[src/design/kpsc_pkg.sv]
// Package for the keypad row-scan lamp controller: defaults, drive codes,
// lane control and result types, and the lamp code function.
// Depends on nothing; the lane, merge and top design files import it.
package kpsc_pkg;

  // Default configuration of the block.
  localparam int ROWS_DEF  = 3;
  localparam int KEYS_DEF  = 24;
  localparam int TICKS_DEF = 100;

  // Rows that have a sense input and a drive output.
  localparam int PORT_ROWS = 3;

  // Drive codes and the "no key" value.
  localparam logic [6:0] DRIVE_BASE  = 7'h71;
  localparam logic [6:0] DRIVE_BLANK = 7'h7F;
  localparam logic [7:0] NO_KEY      = 8'hFF;
  localparam logic [6:0] SENSE_IDLE  = 7'h7F;

  // Request codes.
  localparam logic CMD_TICK   = 1'b0;
  localparam logic CMD_UPDATE = 1'b1;

  // Per-lane control decoded from one request.
  typedef struct packed {
    logic       upd;         // host update aimed at this row
    logic [7:0] upd_lamp;
    logic       scan;        // linked tick: run the scan step
    logic       clear;       // link state changed: clear the row
    logic       chase;       // chase step writes this row's drive
    logic [7:0] chase_lamp;
  } kpsc_lane_ctl_t;

  // One result item.
  typedef struct packed {
    logic [6:0] lamp_drive0;
    logic [6:0] lamp_drive1;
    logic [6:0] lamp_drive2;
    logic       status_led;
    logic       press_valid;
    logic [1:0] press_row;
    logic [4:0] press_key;
  } kpsc_res_t;

  // Drive code for a lamp number: group bit cleared for lamps 0..23, low bits in bits 3..1.
  function automatic logic [6:0] lamp_code(input logic [7:0] lamp);
    logic [6:0] v;
    v = DRIVE_BASE;
    if (lamp <= 8'd7) begin
      v[6] = 1'b0;
    end else if (lamp <= 8'd15) begin
      v[5] = 1'b0;
    end else if (lamp <= 8'd23) begin
      v[4] = 1'b0;
    end
    v[3:1] = v[3:1] | lamp[2:0];
    return v;
  endfunction

endpackage

[src/design/kpsc_in_if.sv]
// Request channel of the keypad row-scan lamp controller.
// Depends on nothing; carries valid, ready and the request fields.
interface kpsc_in_if;
  logic       valid;
  logic       ready;
  logic       cmd;
  logic       usb_configured;
  logic [6:0] row0_sense;
  logic [6:0] row1_sense;
  logic [6:0] row2_sense;
  logic [7:0] update_row;
  logic [7:0] update_lamp;

  modport source (output valid, cmd, usb_configured, row0_sense, row1_sense, row2_sense,
                  update_row, update_lamp, input ready);
  modport sink   (input valid, cmd, usb_configured, row0_sense, row1_sense, row2_sense,
                  update_row, update_lamp, output ready);
endinterface

[src/design/kpsc_out_if.sv]
// Result channel of the keypad row-scan lamp controller.
// Depends on nothing; carries valid, ready and the result fields.
interface kpsc_out_if;
  logic       valid;
  logic       ready;
  logic [6:0] lamp_drive0;
  logic [6:0] lamp_drive1;
  logic [6:0] lamp_drive2;
  logic       status_led;
  logic       press_valid;
  logic [1:0] press_row;
  logic [4:0] press_key;

  modport source (output valid, lamp_drive0, lamp_drive1, lamp_drive2, status_led,
                  press_valid, press_row, press_key, input ready);
  modport sink   (input valid, lamp_drive0, lamp_drive1, lamp_drive2, status_led,
                  press_valid, press_row, press_key, output ready);
endinterface

[src/design/kpsc_lane.sv]
// One row lane: held key, scan phase and drive latch of a single lamp row.
// Depends on kpsc_pkg for the lane control struct and the lamp code.
module kpsc_lane (
  input  logic                    clk,
  input  logic                    rst_n,
  input  logic                    fire,
  input  kpsc_pkg::kpsc_lane_ctl_t ctl,
  input  logic [6:0]              sense,
  output logic [6:0]              drive_nxt,
  output logic                    press,
  output logic [4:0]              press_key
);
  import kpsc_pkg::*;

  typedef enum logic [1:0] {
    PH_IDLE    = 2'd0,
    PH_CONFIRM = 2'd1,
    PH_RELEASE = 2'd2
  } phase_t;

  phase_t     phase_r, phase_nxt;
  logic [7:0] held_r, held_nxt;
  logic [6:0] drive_r;

  logic [7:0] held_c;
  phase_t     phase_c;
  logic [6:0] drive_c;
  logic       down;
  logic       got;
  logic [7:0] dec_key;

  // Group decode of the sensed key; the highest group wins.
  always_comb begin
    got = 1'b1;
    if (!sense[4]) begin
      dec_key = {3'b000, 2'b10, sense[3:1]};
    end else if (!sense[5]) begin
      dec_key = {3'b000, 2'b01, sense[3:1]};
    end else if (!sense[6]) begin
      dec_key = {5'b00000, sense[3:1]};
    end else begin
      dec_key = 8'd0;
      got     = 1'b0;
    end
  end

  assign down = !sense[0];

  // Next row state: clear first, then the host update, the scan step or the chase write.
  always_comb begin
    held_c  = ctl.clear ? NO_KEY : held_r;
    phase_c = ctl.clear ? PH_IDLE : phase_r;
    drive_c = ctl.clear ? DRIVE_BLANK : drive_r;

    held_nxt  = held_c;
    phase_nxt = phase_c;
    drive_nxt = drive_c;
    press     = 1'b0;

    if (ctl.upd) begin
      held_nxt  = ctl.upd_lamp;
      phase_nxt = PH_IDLE;
      drive_nxt = lamp_code(ctl.upd_lamp);
    end else if (ctl.scan) begin
      unique case (phase_c)
        PH_IDLE: begin
          if (down) begin
            drive_nxt = DRIVE_BLANK;
            phase_nxt = PH_CONFIRM;
          end
        end
        PH_CONFIRM: begin
          if (down) begin
            // With no group bit low the old key is kept and relit.
            if (got) begin
              held_nxt = dec_key;
            end
            drive_nxt = lamp_code(got ? dec_key : held_c);
            phase_nxt = PH_RELEASE;
            press     = got;
          end else begin
            drive_nxt = lamp_code(held_c);
            phase_nxt = PH_IDLE;
          end
        end
        PH_RELEASE: begin
          if (!down) begin
            phase_nxt = PH_IDLE;
          end
        end
        default: begin
          phase_nxt = phase_c;
        end
      endcase
    end else if (ctl.chase) begin
      drive_nxt = lamp_code(ctl.chase_lamp);
    end
  end

  assign press_key = held_nxt[4:0];

  // Row state registers.
  always_ff @(posedge clk) begin
    if (!rst_n) begin
      held_r  <= 8'd0;
      phase_r <= PH_IDLE;
      drive_r <= lamp_code(8'd0);
    end else if (fire) begin
      held_r  <= held_nxt;
      phase_r <= phase_nxt;
      drive_r <= drive_nxt;
    end
  end

endmodule

[src/design/kpsc_merge.sv]
// Merge stage: picks the reported press over the lanes, builds the result
// and holds it in an output register with a skid entry behind it.
// Depends on kpsc_pkg and the result channel interface.
module kpsc_merge #(
  parameter int ROWS = kpsc_pkg::ROWS_DEF
) (
  input  logic       clk,
  input  logic       rst_n,
  input  logic       in_fire,
  input  logic [6:0] lane_drive [ROWS],
  input  logic       lane_press [ROWS],
  input  logic [4:0] lane_key   [ROWS],
  input  logic       led_nxt,
  output logic       in_ready,
  kpsc_out_if.source out_ch
);
  import kpsc_pkg::*;

  kpsc_res_t res;
  kpsc_res_t main_r;
  kpsc_res_t skid_r;
  logic      main_vld_r;
  logic      skid_vld_r;
  logic      out_fire;

  // Press priority: the highest row that reports wins.
  always_comb begin
    res             = '0;
    res.status_led  = led_nxt;
    res.lamp_drive0 = lane_drive[0];
    if (ROWS > 1) begin
      res.lamp_drive1 = lane_drive[1 % ROWS];
    end
    if (ROWS > 2) begin
      res.lamp_drive2 = lane_drive[2 % ROWS];
    end
    for (int r = 0; r < ROWS; r++) begin
      if (lane_press[r]) begin
        res.press_valid = 1'b1;
        res.press_row   = 2'(r);
        res.press_key   = lane_key[r];
      end
    end
  end

  assign out_fire = main_vld_r && out_ch.ready;
  assign in_ready = !skid_vld_r;

  // Output register and skid entry.
  always_ff @(posedge clk) begin
    if (!rst_n) begin
      main_vld_r <= 1'b0;
      skid_vld_r <= 1'b0;
    end else if (out_fire) begin
      if (skid_vld_r) begin
        main_r     <= skid_r;
        skid_vld_r <= 1'b0;
      end else if (in_fire) begin
        main_r <= res;
      end else begin
        main_vld_r <= 1'b0;
      end
    end else if (in_fire) begin
      if (!main_vld_r) begin
        main_r     <= res;
        main_vld_r <= 1'b1;
      end else begin
        skid_r     <= res;
        skid_vld_r <= 1'b1;
      end
    end
  end

  assign out_ch.valid       = main_vld_r;
  assign out_ch.lamp_drive0 = main_r.lamp_drive0;
  assign out_ch.lamp_drive1 = main_r.lamp_drive1;
  assign out_ch.lamp_drive2 = main_r.lamp_drive2;
  assign out_ch.status_led  = main_r.status_led;
  assign out_ch.press_valid = main_r.press_valid;
  assign out_ch.press_row   = main_r.press_row;
  assign out_ch.press_key   = main_r.press_key;

endmodule

[src/design/keypad_row_scan_lamp_controller_top.sv]
// Keypad row-scan lamp controller top level; uses kpsc_pkg, both channel interfaces,
// kpsc_lane and kpsc_merge for blink and chase timing, link tracking and the row lanes.
// Each accepted request's result is registered in the output register or the skid entry.
// Throughput: one request per cycle while the skid is empty; each request is a state
// update shared by all row lanes; the skid entry keeps input open while a result waits.
// Reset (synchronous, rst_n low): rows hold lamp 0 in idle phase, LED off, chase at 255.
module keypad_row_scan_lamp_controller_top #(
  parameter int ROWS             = kpsc_pkg::ROWS_DEF,
  parameter int KEYS_PER_ROW     = kpsc_pkg::KEYS_DEF,
  parameter int TICKS_PER_PERIOD = kpsc_pkg::TICKS_DEF
) (
  input  logic        clk,
  input  logic        rst_n,
  kpsc_in_if.sink     in_ch,
  kpsc_out_if.source  out_ch
);
  import kpsc_pkg::*;

  localparam logic [7:0] QUARTER = 8'(TICKS_PER_PERIOD / 4);
  localparam logic [7:0] KEYS    = 8'(KEYS_PER_ROW);
  localparam logic [7:0] TICKS   = 8'(TICKS_PER_PERIOD);

  logic [7:0] blink_r, blink_nxt;
  logic [7:0] chase_r, chase_nxt;
  logic       linked_r;
  logic       led_r, led_nxt;

  logic       fire;
  logic       in_ready;
  logic       tick;
  logic       linked;
  logic       clear;
  logic       chase_step;
  logic [7:0] chase_inc;
  logic [8:0] blink_inc;
  logic [6:0] sense [ROWS];

  kpsc_lane_ctl_t lane_ctl   [ROWS];
  logic [6:0]     lane_drive [ROWS];
  logic           lane_press [ROWS];
  logic [4:0]     lane_key   [ROWS];

  assign in_ch.ready = in_ready;
  assign fire        = in_ch.valid && in_ready;
  assign tick        = (in_ch.cmd == CMD_TICK);
  assign linked      = in_ch.usb_configured;

  // Blink, LED and chase timing for a tick.
  always_comb begin
    led_nxt    = led_r;
    blink_nxt  = blink_r;
    chase_nxt  = chase_r;
    clear      = 1'b0;
    chase_step = 1'b0;
    chase_inc  = chase_r + 8'd1;
    blink_inc  = {1'b0, blink_r} + 9'd1;
    if (tick) begin
      if (linked) begin
        led_nxt = (blink_r < QUARTER ||
                   (blink_r >= 8'(2 * QUARTER) && blink_r < 8'(3 * QUARTER))) ? 1'b0 : 1'b1;
      end else begin
        led_nxt = (blink_r < 8'(2 * QUARTER)) ? 1'b0 : 1'b1;
      end
      clear      = (linked != linked_r);
      chase_step = !linked && (blink_r == 8'd0 || blink_r == QUARTER ||
                               blink_r == 8'(2 * QUARTER) || blink_r == 8'(3 * QUARTER));
      if (chase_step) begin
        chase_nxt = (chase_inc >= KEYS) ? 8'd0 : chase_inc;
      end
      blink_nxt = (blink_inc >= {1'b0, TICKS}) ? 8'd0 : blink_inc[7:0];
    end
  end

  // Shared timing registers.
  always_ff @(posedge clk) begin
    if (!rst_n) begin
      blink_r  <= 8'd0;
      chase_r  <= NO_KEY;
      linked_r <= 1'b0;
      led_r    <= 1'b1;
    end else if (fire) begin
      blink_r <= blink_nxt;
      chase_r <= chase_nxt;
      led_r   <= led_nxt;
      if (tick) begin
        linked_r <= linked;
      end
    end
  end

  // Row lanes: control decode, sense selection and one lane per row.
  for (genvar r = 0; r < ROWS; r++) begin : g_lane
    localparam logic [7:0] BACK = (r <= 2) ? 8'(2 - r) : 8'd0;

    always_comb begin
      lane_ctl[r].upd        = !tick && (in_ch.update_row == 8'(r)) && (r <= 2);
      lane_ctl[r].upd_lamp   = in_ch.update_lamp;
      lane_ctl[r].scan       = tick && linked;
      lane_ctl[r].clear      = clear;
      lane_ctl[r].chase      = chase_step && (r <= 2);
      lane_ctl[r].chase_lamp = (chase_nxt >= BACK) ? (chase_nxt - BACK)
                                                   : (chase_nxt + KEYS - BACK);
    end

    if (r == 0) begin : g_s0
      assign sense[r] = in_ch.row0_sense;
    end else if (r == 1) begin : g_s1
      assign sense[r] = in_ch.row1_sense;
    end else if (r == 2) begin : g_s2
      assign sense[r] = in_ch.row2_sense;
    end else begin : g_sx
      assign sense[r] = SENSE_IDLE;
    end

    kpsc_lane u_lane (
      .clk       (clk),
      .rst_n     (rst_n),
      .fire      (fire),
      .ctl       (lane_ctl[r]),
      .sense     (sense[r]),
      .drive_nxt (lane_drive[r]),
      .press     (lane_press[r]),
      .press_key (lane_key[r])
    );
  end

  // Press selection and result buffering.
  kpsc_merge #(
    .ROWS (ROWS)
  ) u_merge (
    .clk        (clk),
    .rst_n      (rst_n),
    .in_fire    (fire),
    .lane_drive (lane_drive),
    .lane_press (lane_press),
    .lane_key   (lane_key),
    .led_nxt    (led_nxt),
    .in_ready   (in_ready),
    .out_ch     (out_ch)
  );

endmodule

[src/flat_wrapper.sv]
// flat-port wrapper written by rule: the top's interface ports become plain ports
module keypad_row_scan_lamp_controller_top_flat import kpsc_pkg::*;
#(
  parameter int ROWS             = kpsc_pkg::ROWS_DEF,
  parameter int KEYS_PER_ROW     = kpsc_pkg::KEYS_DEF,
  parameter int TICKS_PER_PERIOD = kpsc_pkg::TICKS_DEF
)
  (clk, rst_n, in_ch_valid, in_ch_cmd, in_ch_usb_configured, in_ch_row0_sense, in_ch_row1_sense, in_ch_row2_sense, in_ch_update_row, in_ch_update_lamp, in_ch_ready, out_ch_valid, out_ch_lamp_drive0, out_ch_lamp_drive1, out_ch_lamp_drive2, out_ch_status_led, out_ch_press_valid, out_ch_press_row, out_ch_press_key, out_ch_ready);
  kpsc_in_if in_ch_i ();
  kpsc_out_if out_ch_i ();
  input  logic clk;
  input  logic rst_n;
  input wire logic [$bits(in_ch_i.valid)-1:0] in_ch_valid;
  input wire logic [$bits(in_ch_i.cmd)-1:0] in_ch_cmd;
  input wire logic [$bits(in_ch_i.usb_configured)-1:0] in_ch_usb_configured;
  input wire logic [$bits(in_ch_i.row0_sense)-1:0] in_ch_row0_sense;
  input wire logic [$bits(in_ch_i.row1_sense)-1:0] in_ch_row1_sense;
  input wire logic [$bits(in_ch_i.row2_sense)-1:0] in_ch_row2_sense;
  input wire logic [$bits(in_ch_i.update_row)-1:0] in_ch_update_row;
  input wire logic [$bits(in_ch_i.update_lamp)-1:0] in_ch_update_lamp;
  output wire logic [$bits(in_ch_i.ready)-1:0] in_ch_ready;
  output wire logic [$bits(out_ch_i.valid)-1:0] out_ch_valid;
  output wire logic [$bits(out_ch_i.lamp_drive0)-1:0] out_ch_lamp_drive0;
  output wire logic [$bits(out_ch_i.lamp_drive1)-1:0] out_ch_lamp_drive1;
  output wire logic [$bits(out_ch_i.lamp_drive2)-1:0] out_ch_lamp_drive2;
  output wire logic [$bits(out_ch_i.status_led)-1:0] out_ch_status_led;
  output wire logic [$bits(out_ch_i.press_valid)-1:0] out_ch_press_valid;
  output wire logic [$bits(out_ch_i.press_row)-1:0] out_ch_press_row;
  output wire logic [$bits(out_ch_i.press_key)-1:0] out_ch_press_key;
  input wire logic [$bits(out_ch_i.ready)-1:0] out_ch_ready;
  assign in_ch_i.valid = in_ch_valid;
  assign in_ch_i.cmd = in_ch_cmd;
  assign in_ch_i.usb_configured = in_ch_usb_configured;
  assign in_ch_i.row0_sense = in_ch_row0_sense;
  assign in_ch_i.row1_sense = in_ch_row1_sense;
  assign in_ch_i.row2_sense = in_ch_row2_sense;
  assign in_ch_i.update_row = in_ch_update_row;
  assign in_ch_i.update_lamp = in_ch_update_lamp;
  assign in_ch_ready = in_ch_i.ready;
  assign out_ch_valid = out_ch_i.valid;
  assign out_ch_lamp_drive0 = out_ch_i.lamp_drive0;
  assign out_ch_lamp_drive1 = out_ch_i.lamp_drive1;
  assign out_ch_lamp_drive2 = out_ch_i.lamp_drive2;
  assign out_ch_status_led = out_ch_i.status_led;
  assign out_ch_press_valid = out_ch_i.press_valid;
  assign out_ch_press_row = out_ch_i.press_row;
  assign out_ch_press_key = out_ch_i.press_key;
  assign out_ch_i.ready = out_ch_ready;
  keypad_row_scan_lamp_controller_top #(.ROWS(ROWS), .KEYS_PER_ROW(KEYS_PER_ROW), .TICKS_PER_PERIOD(TICKS_PER_PERIOD)) u_core (.clk(clk), .rst_n(rst_n), .in_ch(in_ch_i), .out_ch(out_ch_i));
endmodule
[config.mk]
export PLATFORM = sky130hd
export DESIGN_NAME = keypad_row_scan_lamp_controller_top_flat
export DESIGN_NICKNAME = d
export VERILOG_FILES = /design/src/design/kpsc_pkg.sv /design/src/design/kpsc_in_if.sv /design/src/design/kpsc_out_if.sv /design/src/design/kpsc_lane.sv /design/src/design/kpsc_merge.sv /design/src/design/keypad_row_scan_lamp_controller_top.sv /design/src/flat_wrapper.sv
export SDC_FILE = /design/constraint.sdc
export NUM_CORES = 1
export LEC_CHECK = 0
export BUFFER_PORTS_ARGS = -buffer_cell sky130_fd_sc_hd__buf_2
export CAP_MARGIN = 20
export CORE_MARGIN = 2
export CORE_UTILIZATION = 28
export CTS_BUF_LIST = sky130_fd_sc_hd__clkbuf_4 sky130_fd_sc_hd__clkbuf_8
export CTS_CLUSTER_SIZE = 40
export DETAILED_ROUTE_END_ITERATION = 6
export PLACE_DENSITY_LB_ADDON = 0.05
export SYNTH_ARGS = -nofsm -noshare
export SYNTH_HDL_FRONTEND = slang
export SYNTH_SLANG_ARGS = --single-unit
[constraint.sdc]
create_clock -name clk -period 8.75 [get_ports clk]
set_input_delay 0.4375 -clock clk [delete_from_list [all_inputs] [get_ports clk]]
set_output_delay 0.4375 -clock clk [all_outputs]
set_load 0.02 [all_outputs]
==> flow_summary.toml, run 1 <==
[drt]
detailedRoute.firstPassIterationCount = 7
met3_wirelength_um = 1156
routed.top_layer = "met4"
finalWirelength_um = 29000
wire_per_inst_um = 20.61
route.layer.met1.wl_um = 14830
detailed_route_vias_per_instance = 5.298
ant_nets = 0
detailroute.via_count = 7454
drt-initial-drc-count = 581
drcViolationCount = 0
route.met2.wl_um = 12590

[synthesis]
syn_nets = 1035
post_synthesis_mean_instance_area_um2 = 8.075
postSynth.asyncResetShare_pct = 0
synth_sequential_area_ratio_pct = 40.86
synth.ff_latch_count = 131
ys_warn_count = 0
syn-cell-area_mm2 = 0.007889
netlist_instances = 977
synthFlopType = "dfxtp_1"
synth-edff-count = 60
synthDistinctLibCells = 72

[grt]
first_global_vias = 6973
grt_antenna_before_repair = 0
grt_pass1_wl_um = 44350
grt_overflow = 0
grtUsageTotal_pct = 20.09
maximum_number_of_pins_on_one_net_before_global_route_repair = 56

[power]
power_frac_comb_pct = 19.7
power_mw = 1.579
power_density_mw_per_mm2 = 175.2
p_seq_share_pct = 44.7
power_switching_uw = 536.0
worst_ir_drop_vdd_mv = 0.09271
power.leakage_nw = 3.303
internal_power_mw = 1.043
power.share.clock_pct = 35.5
power.share.switching_pct = 33.95

[clocking]
cts_setup_buffers = 0
root_buffer = "clkbuf_8"
numCtsBuffers = 17
post_cts_resize_count = 0
hold_buffers = 0
worst_path_clk_slew_ps = 90
cts.htree.levels = 4
clock-sinks = 131
tritoncts_clock_tree = "done"
clock_tree.buffer_depth = 2
clock_latency_late_sink_ps = 460

[sta]
finalSetupTns_ps = 0
clock_skew_ps = 17.70
finalMaxSlewViolations = 0
worst_margin_pin_slew_ps = 1063
final_worst_slack_ps = 4132
grt_setup_unrepaired = "false"
finalCritPeriodShare_pct = 52.78
slew-limit-headroom_pct = 28.99
setup_viol_count_final = 0
final_hold_fails = 0
clock.fmax_mhz = 216.5
period_needed_ps = 4618

[die]
core-area_mm2 = 0.02778
fp.dieArea_mm2 = 0.02953
fp.dieH_um = 171.9
die_width_um = 171.9
boundaryPins = 75
starting_density_pct = 28.40
std_cell_rows = 61

[setup_path]
setup.worst_path.end_class = "flip-flop"
required_ps = 8960
worst_r2r_startpoint = "u_core.chase_r[0]$_SDFFE_PN1P_"
worst_path_largest_cell_delay_ps = 560
critical_path.top_delay_family = "compound AO/OA/AOI/OAI gates"
critPathSlowestCell = "dfxtp_1"
ff2ff_setup_slack_ps = 4130
arrival_ps = 4830
path_max_fanout = 11
cp_startpoint_kind = "flip-flop"
critPathKind = "reg -> reg"
crit_start = "u_core.chase_r[0]$_SDFFE_PN1P_"
worstPathCellList = "ha_1, nand3_1, o22a_1, a22oi_2, nand2_1, nor2_1, and2_1, a21oi_1, ha_1, nor3_2, a21oi_1, mux2i_1, nand4b_1, a221o_1, mux2_2"
cp_num_buf_inv = 0

[layout]
final_net_count = 1074
mostFrequentLayoutCell = "nand2_1"
diodes = 0
drive_above_1_share_pct = 14.38
most-common-layout-cells = "nand2_1, nor2_1, a21oi_1"
area_growth_syn_to_layout_pct = 14.23

[min_path]
holdCritPathClass = "in -> reg"
min_from = "out_ch_ready"

[run_status]
run_status = "finished clean"

[placed_design]
io_buffers = 74
globalplace.congestion = 0.8254
hpwlAfterDp_um = 20350
dp_slack_ps = 4180

[job]
drv.max_cap_violation_count = 0
## through the flow
| step | area (um^2) | hold WS [ps] | cells | utilization, % |
|---|---|---|---|---|
| after floorplan | 7889 | 432.4 | 977 | - |
| after global placement | 8611 | 449.3 | 1375 | 30.99 |
| after detailed placement | 8611 | 453.3 | 1375 | 30.99 |
| after CTS | 9011 | 218.6 | 1407 | 32.44 |
| after global routing | 9011 | 224.0 | 1407 | 32.44 |
| final | 9011 | 248.4 | 1407 | 32.44 |
## area by class of cell
class	instances	area, um^2
clock buffer	17	234.0
tap	378	473.0
clock inverter	15	166.4
timing repair buffer	88	475.5
multi-input combinational	741	4300
sequential	131	3223
inverter	37	138.9
fill	2995	18770
## cell usage after synthesis, drive strengths merged (10+ instances only)
library cell	count	area, um^2
nand2	118	442.9
nor2	113	424.2
a21oi	92	468.0
o21ai	74	370.4
dfxtp	71	1421
edfxtp	60	1802
clkbuf	57	214.0
nor3	43	220.2
inv	36	135.1
nand3	29	150.1
o211ai	25	187.7
a31oi	19	133.9
a211oi	17	127.6
ha	15	187.7
o22ai	15	93.84
buf	11	52.55
nand2b	10	62.56
## kinds of logic after synthesis
kind of cell,count (synthesis),synth area share (%)
fa+ha+maj,15,2.379
xor+xnor,12,1.332
flops,131,40.86
compound gates,317,25.65
buf+inv,105,5.139
simple gates,380,22.36
mux,17,2.284
## path summary, 6_finish.rpt
kind / end / depth (start not counted)
worst max-delay path: u_core.u_merge.out_ch.lamp_drive1[5]$_DFFE_PP_ / 15
worst min-delay path: u_core.u_merge.skid_vld_r$_SDFFE_PP0P_ / 2
worst max register to register: u_core.u_merge.out_ch.lamp_drive1[5]$_DFFE_PP_ / 15
worst min register to register: u_core.g_lane[1].u_lane.drive_r[2]$_SDFFE_PN0P_ / 2
## state kept, by name (all words and copies together), names as in the netlist, 2 cells and up
signal and cells:
u_core.blink_r 8, u_core.chase_r 8, u_core.g_lane.u_lane.drive_r 21, u_core.g_lane.u_lane.held_r 24, u_core.g_lane.u_lane.phase_r 6, u_core.u_merge.out_ch.lamp_drive0 7
u_core.u_merge.out_ch.lamp_drive1 7, u_core.u_merge.out_ch.lamp_drive2 7, u_core.u_merge.out_ch.press_key 5, u_core.u_merge.out_ch.press_row 2, u_core.u_merge.skid_r 30
## power groups by stage
| stage | sequential (mW) | clock, mW | combinational, mW |
|---|---|---|---|
| finish | 0.706 | 0.561 | 0.312 |
| CTS | 0.706 | 0.580 | 0.313 |
| global route | 0.710 | 0.605 | 0.346 |
| detailed placement | 0.720 | 0 | 0.311 |
| floorplan | 0.716 | 0 | 0.204 |
| global placement | 0.721 | 0 | 0.313 |
## layer usage
layer,GRT usage [%],up-vias
li1,-,3655
met3,2.609,23
met2,30.19,197
met5,0,-
met1,30.28,3579
met4,4.969,0
Power figures use the tool's default switching activity.
==> inputs of run 2 (changes only) <==
Clock period 8.75 ns to 4 ns, I/O delays scaled along.
==> run 2 against run 1 <==
Combinational power rose to 2.5 times the previous value. Cell count rose by 4.1%. Setup slack got worse by 3900 ps. Clock power rose by 120%. First-iteration DRC count fell by 9.8%. Clock-buffer cell count rose by 1. Die area did not move. Critical path type unchanged. Critical endpoint unchanged.
==> flow_summary.toml, run 2 (synthesis gave the netlist of run 1 again) <==
[sta]
finalCritPeriodShare_pct = 94.96
finalMaxSlewViolations = 0
finalHoldWorstSlack_ps = 34.84
final_worst_slack_ps = 201.5
slew-limit-headroom_pct = 43.58
final_hold_fails = 0
setup_viol_count_final = 0
worst_margin_pin_slew_ps = 844.4
period_needed_ps = 3798
finalSetupTns_ps = 0
clock.fmax_mhz = 263.3
clock_skew_ps = 16.14

[grt]
grt_overflow = 0
first_global_vias = 7403
grt_pass1_wl_um = 45580
grtUsageTotal_pct = 20.61
maximum_number_of_pins_on_one_net_before_global_route_repair = 54
grt_antenna_before_repair = 0

[placed_design]
dpl.cell_count = 1429
io_buffers = 74
hpwlAfterDp_um = 21260
globalplace.congestion = 0.8531
post_dp_cell_area_mm2 = 0.009032
dp_slack_ps = -11.36

[setup_path]
r2r.worst_path.cells = 18
worst_path_largest_cell_delay_ps = 340
setup.worst_path.end_class = "flip-flop"
path_max_fanout = 8
worstPathCellList = "buf_4, ha_1, nor2b_1, and4_4, o31a_4, buf_4, a32o_1, a21oi_2, inv_2, ha_1, inv_1, o21ai_1, a31oi_1, or2_0, a21o_1, nand4b_1, a221o_1, mux2_2"
timing.critical_path.depth = 18
arrival_ps = 4000
cp_startpoint_kind = "flip-flop"
critical_path.top_delay_family = "compound AO/OA/AOI/OAI gates"
required_ps = 4200
cp_num_buf_inv = 4
critPathKind = "reg -> reg"
critPathSlowestCell = "o31a_4"

[die]
boundaryPins = 75
fp.dieArea_mm2 = 0.02953
core-area_mm2 = 0.02778
std_cell_rows = 61
die_width_um = 171.9
starting_density_pct = 28.40
fp.dieH_um = 171.9

[layout]
post-route-cell-area_mm2 = 0.009539
area_growth_syn_to_layout_pct = 20.92
most-common-layout-cells = "nand2_1, nor2_1, a21oi_1"
largest_reg_flops = 30
finish.utilization_pct = 34.34
storage_element_area_mm2 = 0.003223
post_layout_nonfiller_instances = 1464
multi_input_gate_area_mm2 = 0.004378
diodes = 0
mostFrequentLayoutCell = "nand2_1"
final_net_count = 1131
final.fill_count = 3045
max_flop_register = "u_core.u_merge.skid_r"
largestRegisters = "u_core.u_merge.skid_r x30, u_core.g_lane.u_lane.held_r x24, u_core.g_lane.u_lane.drive_r x21"
drive_above_1_share_pct = 19.98

[power]
power_mw = 3.543
power_density_mw_per_mm2 = 371.4
power.leakage_nw = 3.607
worst_ir_drop_vdd_mv = 0.1905

[clocking]
tritoncts_clock_tree = "done"
clock-sinks = 131
numCtsBuffers = 17
worst_path_clk_slew_ps = 90
cts.htree.levels = 4
root_buffer = "clkbuf_8"
clock_latency_late_sink_ps = 460
hold_buffers = 0
clock_tree.buffer_depth = 2

[drt]
detailed_route_vias_per_instance = 5.270
wire_per_inst_um = 20.33
drt-initial-drc-count = 524
ant_nets = 0
finalWirelength_um = 29760
detailroute.via_count = 7716
drcViolationCount = 0
detailedRoute.firstPassIterationCount = 7

[min_path]
holdPathStages = 2
holdCritPathClass = "in -> reg"

[run_status]
run_status = "finished clean"

[job]
drv.max_cap_violation_count = 0
run 2: area by class of cell:
type                    instances  share of cell area (%)
inverters                      37                   1.456
clock buffers                  18                   2.531
repair buffers                145                   9.641
well taps                     378                   4.958
multi-input cells             741                   45.89
flip-flops and latches        131                   33.79
clock inverters                14                   1.731
run 2: per-layer routing:
metal	part of all wire, %	track usage [%]	vias up	routed length [um]
li1	-	-	3776	-
met3	5.0	3.433	29	1481
met5	0	0	-	0
met2	43	31.46	211	12930
met4	1.9	5.700	0	566
met1	50	29.93	3700	14790
run 2: worst paths after layout:
| path | start | to | slack (ps) |
|---|---|---|---|
| worst max register to register | u_core.blink_r[0]$_SDFFE_PN0P_ | u_core.u_merge.out_ch.lamp_drive1[5]$_DFFE_PP_ | 200 |
| worst max-delay path | u_core.blink_r[0]$_SDFFE_PN0P_ | u_core.u_merge.out_ch.lamp_drive1[5]$_DFFE_PP_ | 200 |
| worst min register to register | u_core.g_lane[1].u_lane.drive_r[2]$_SDFFE_PN0P_ | u_core.g_lane[1].u_lane.drive_r[2]$_SDFFE_PN0P_ | 460 |
| worst min-delay path | out_ch_ready | u_core.u_merge.skid_vld_r$_SDFFE_PP0P_ | 30 |
run 2: power breakdown:
part	total [mW]	internal, mW	switching, mW
Combinational	0.790	0.294	0.496
Clock	1.22	0.581	0.641
Sequential	1.53	1.48	0.0500
run 2: repair_timing:
action,in CTS,in global routing
setup endpoints to repair,2,12
setup buffers,0,3
pin swaps,0,6
cloned,0,0
resized for setup,2,16
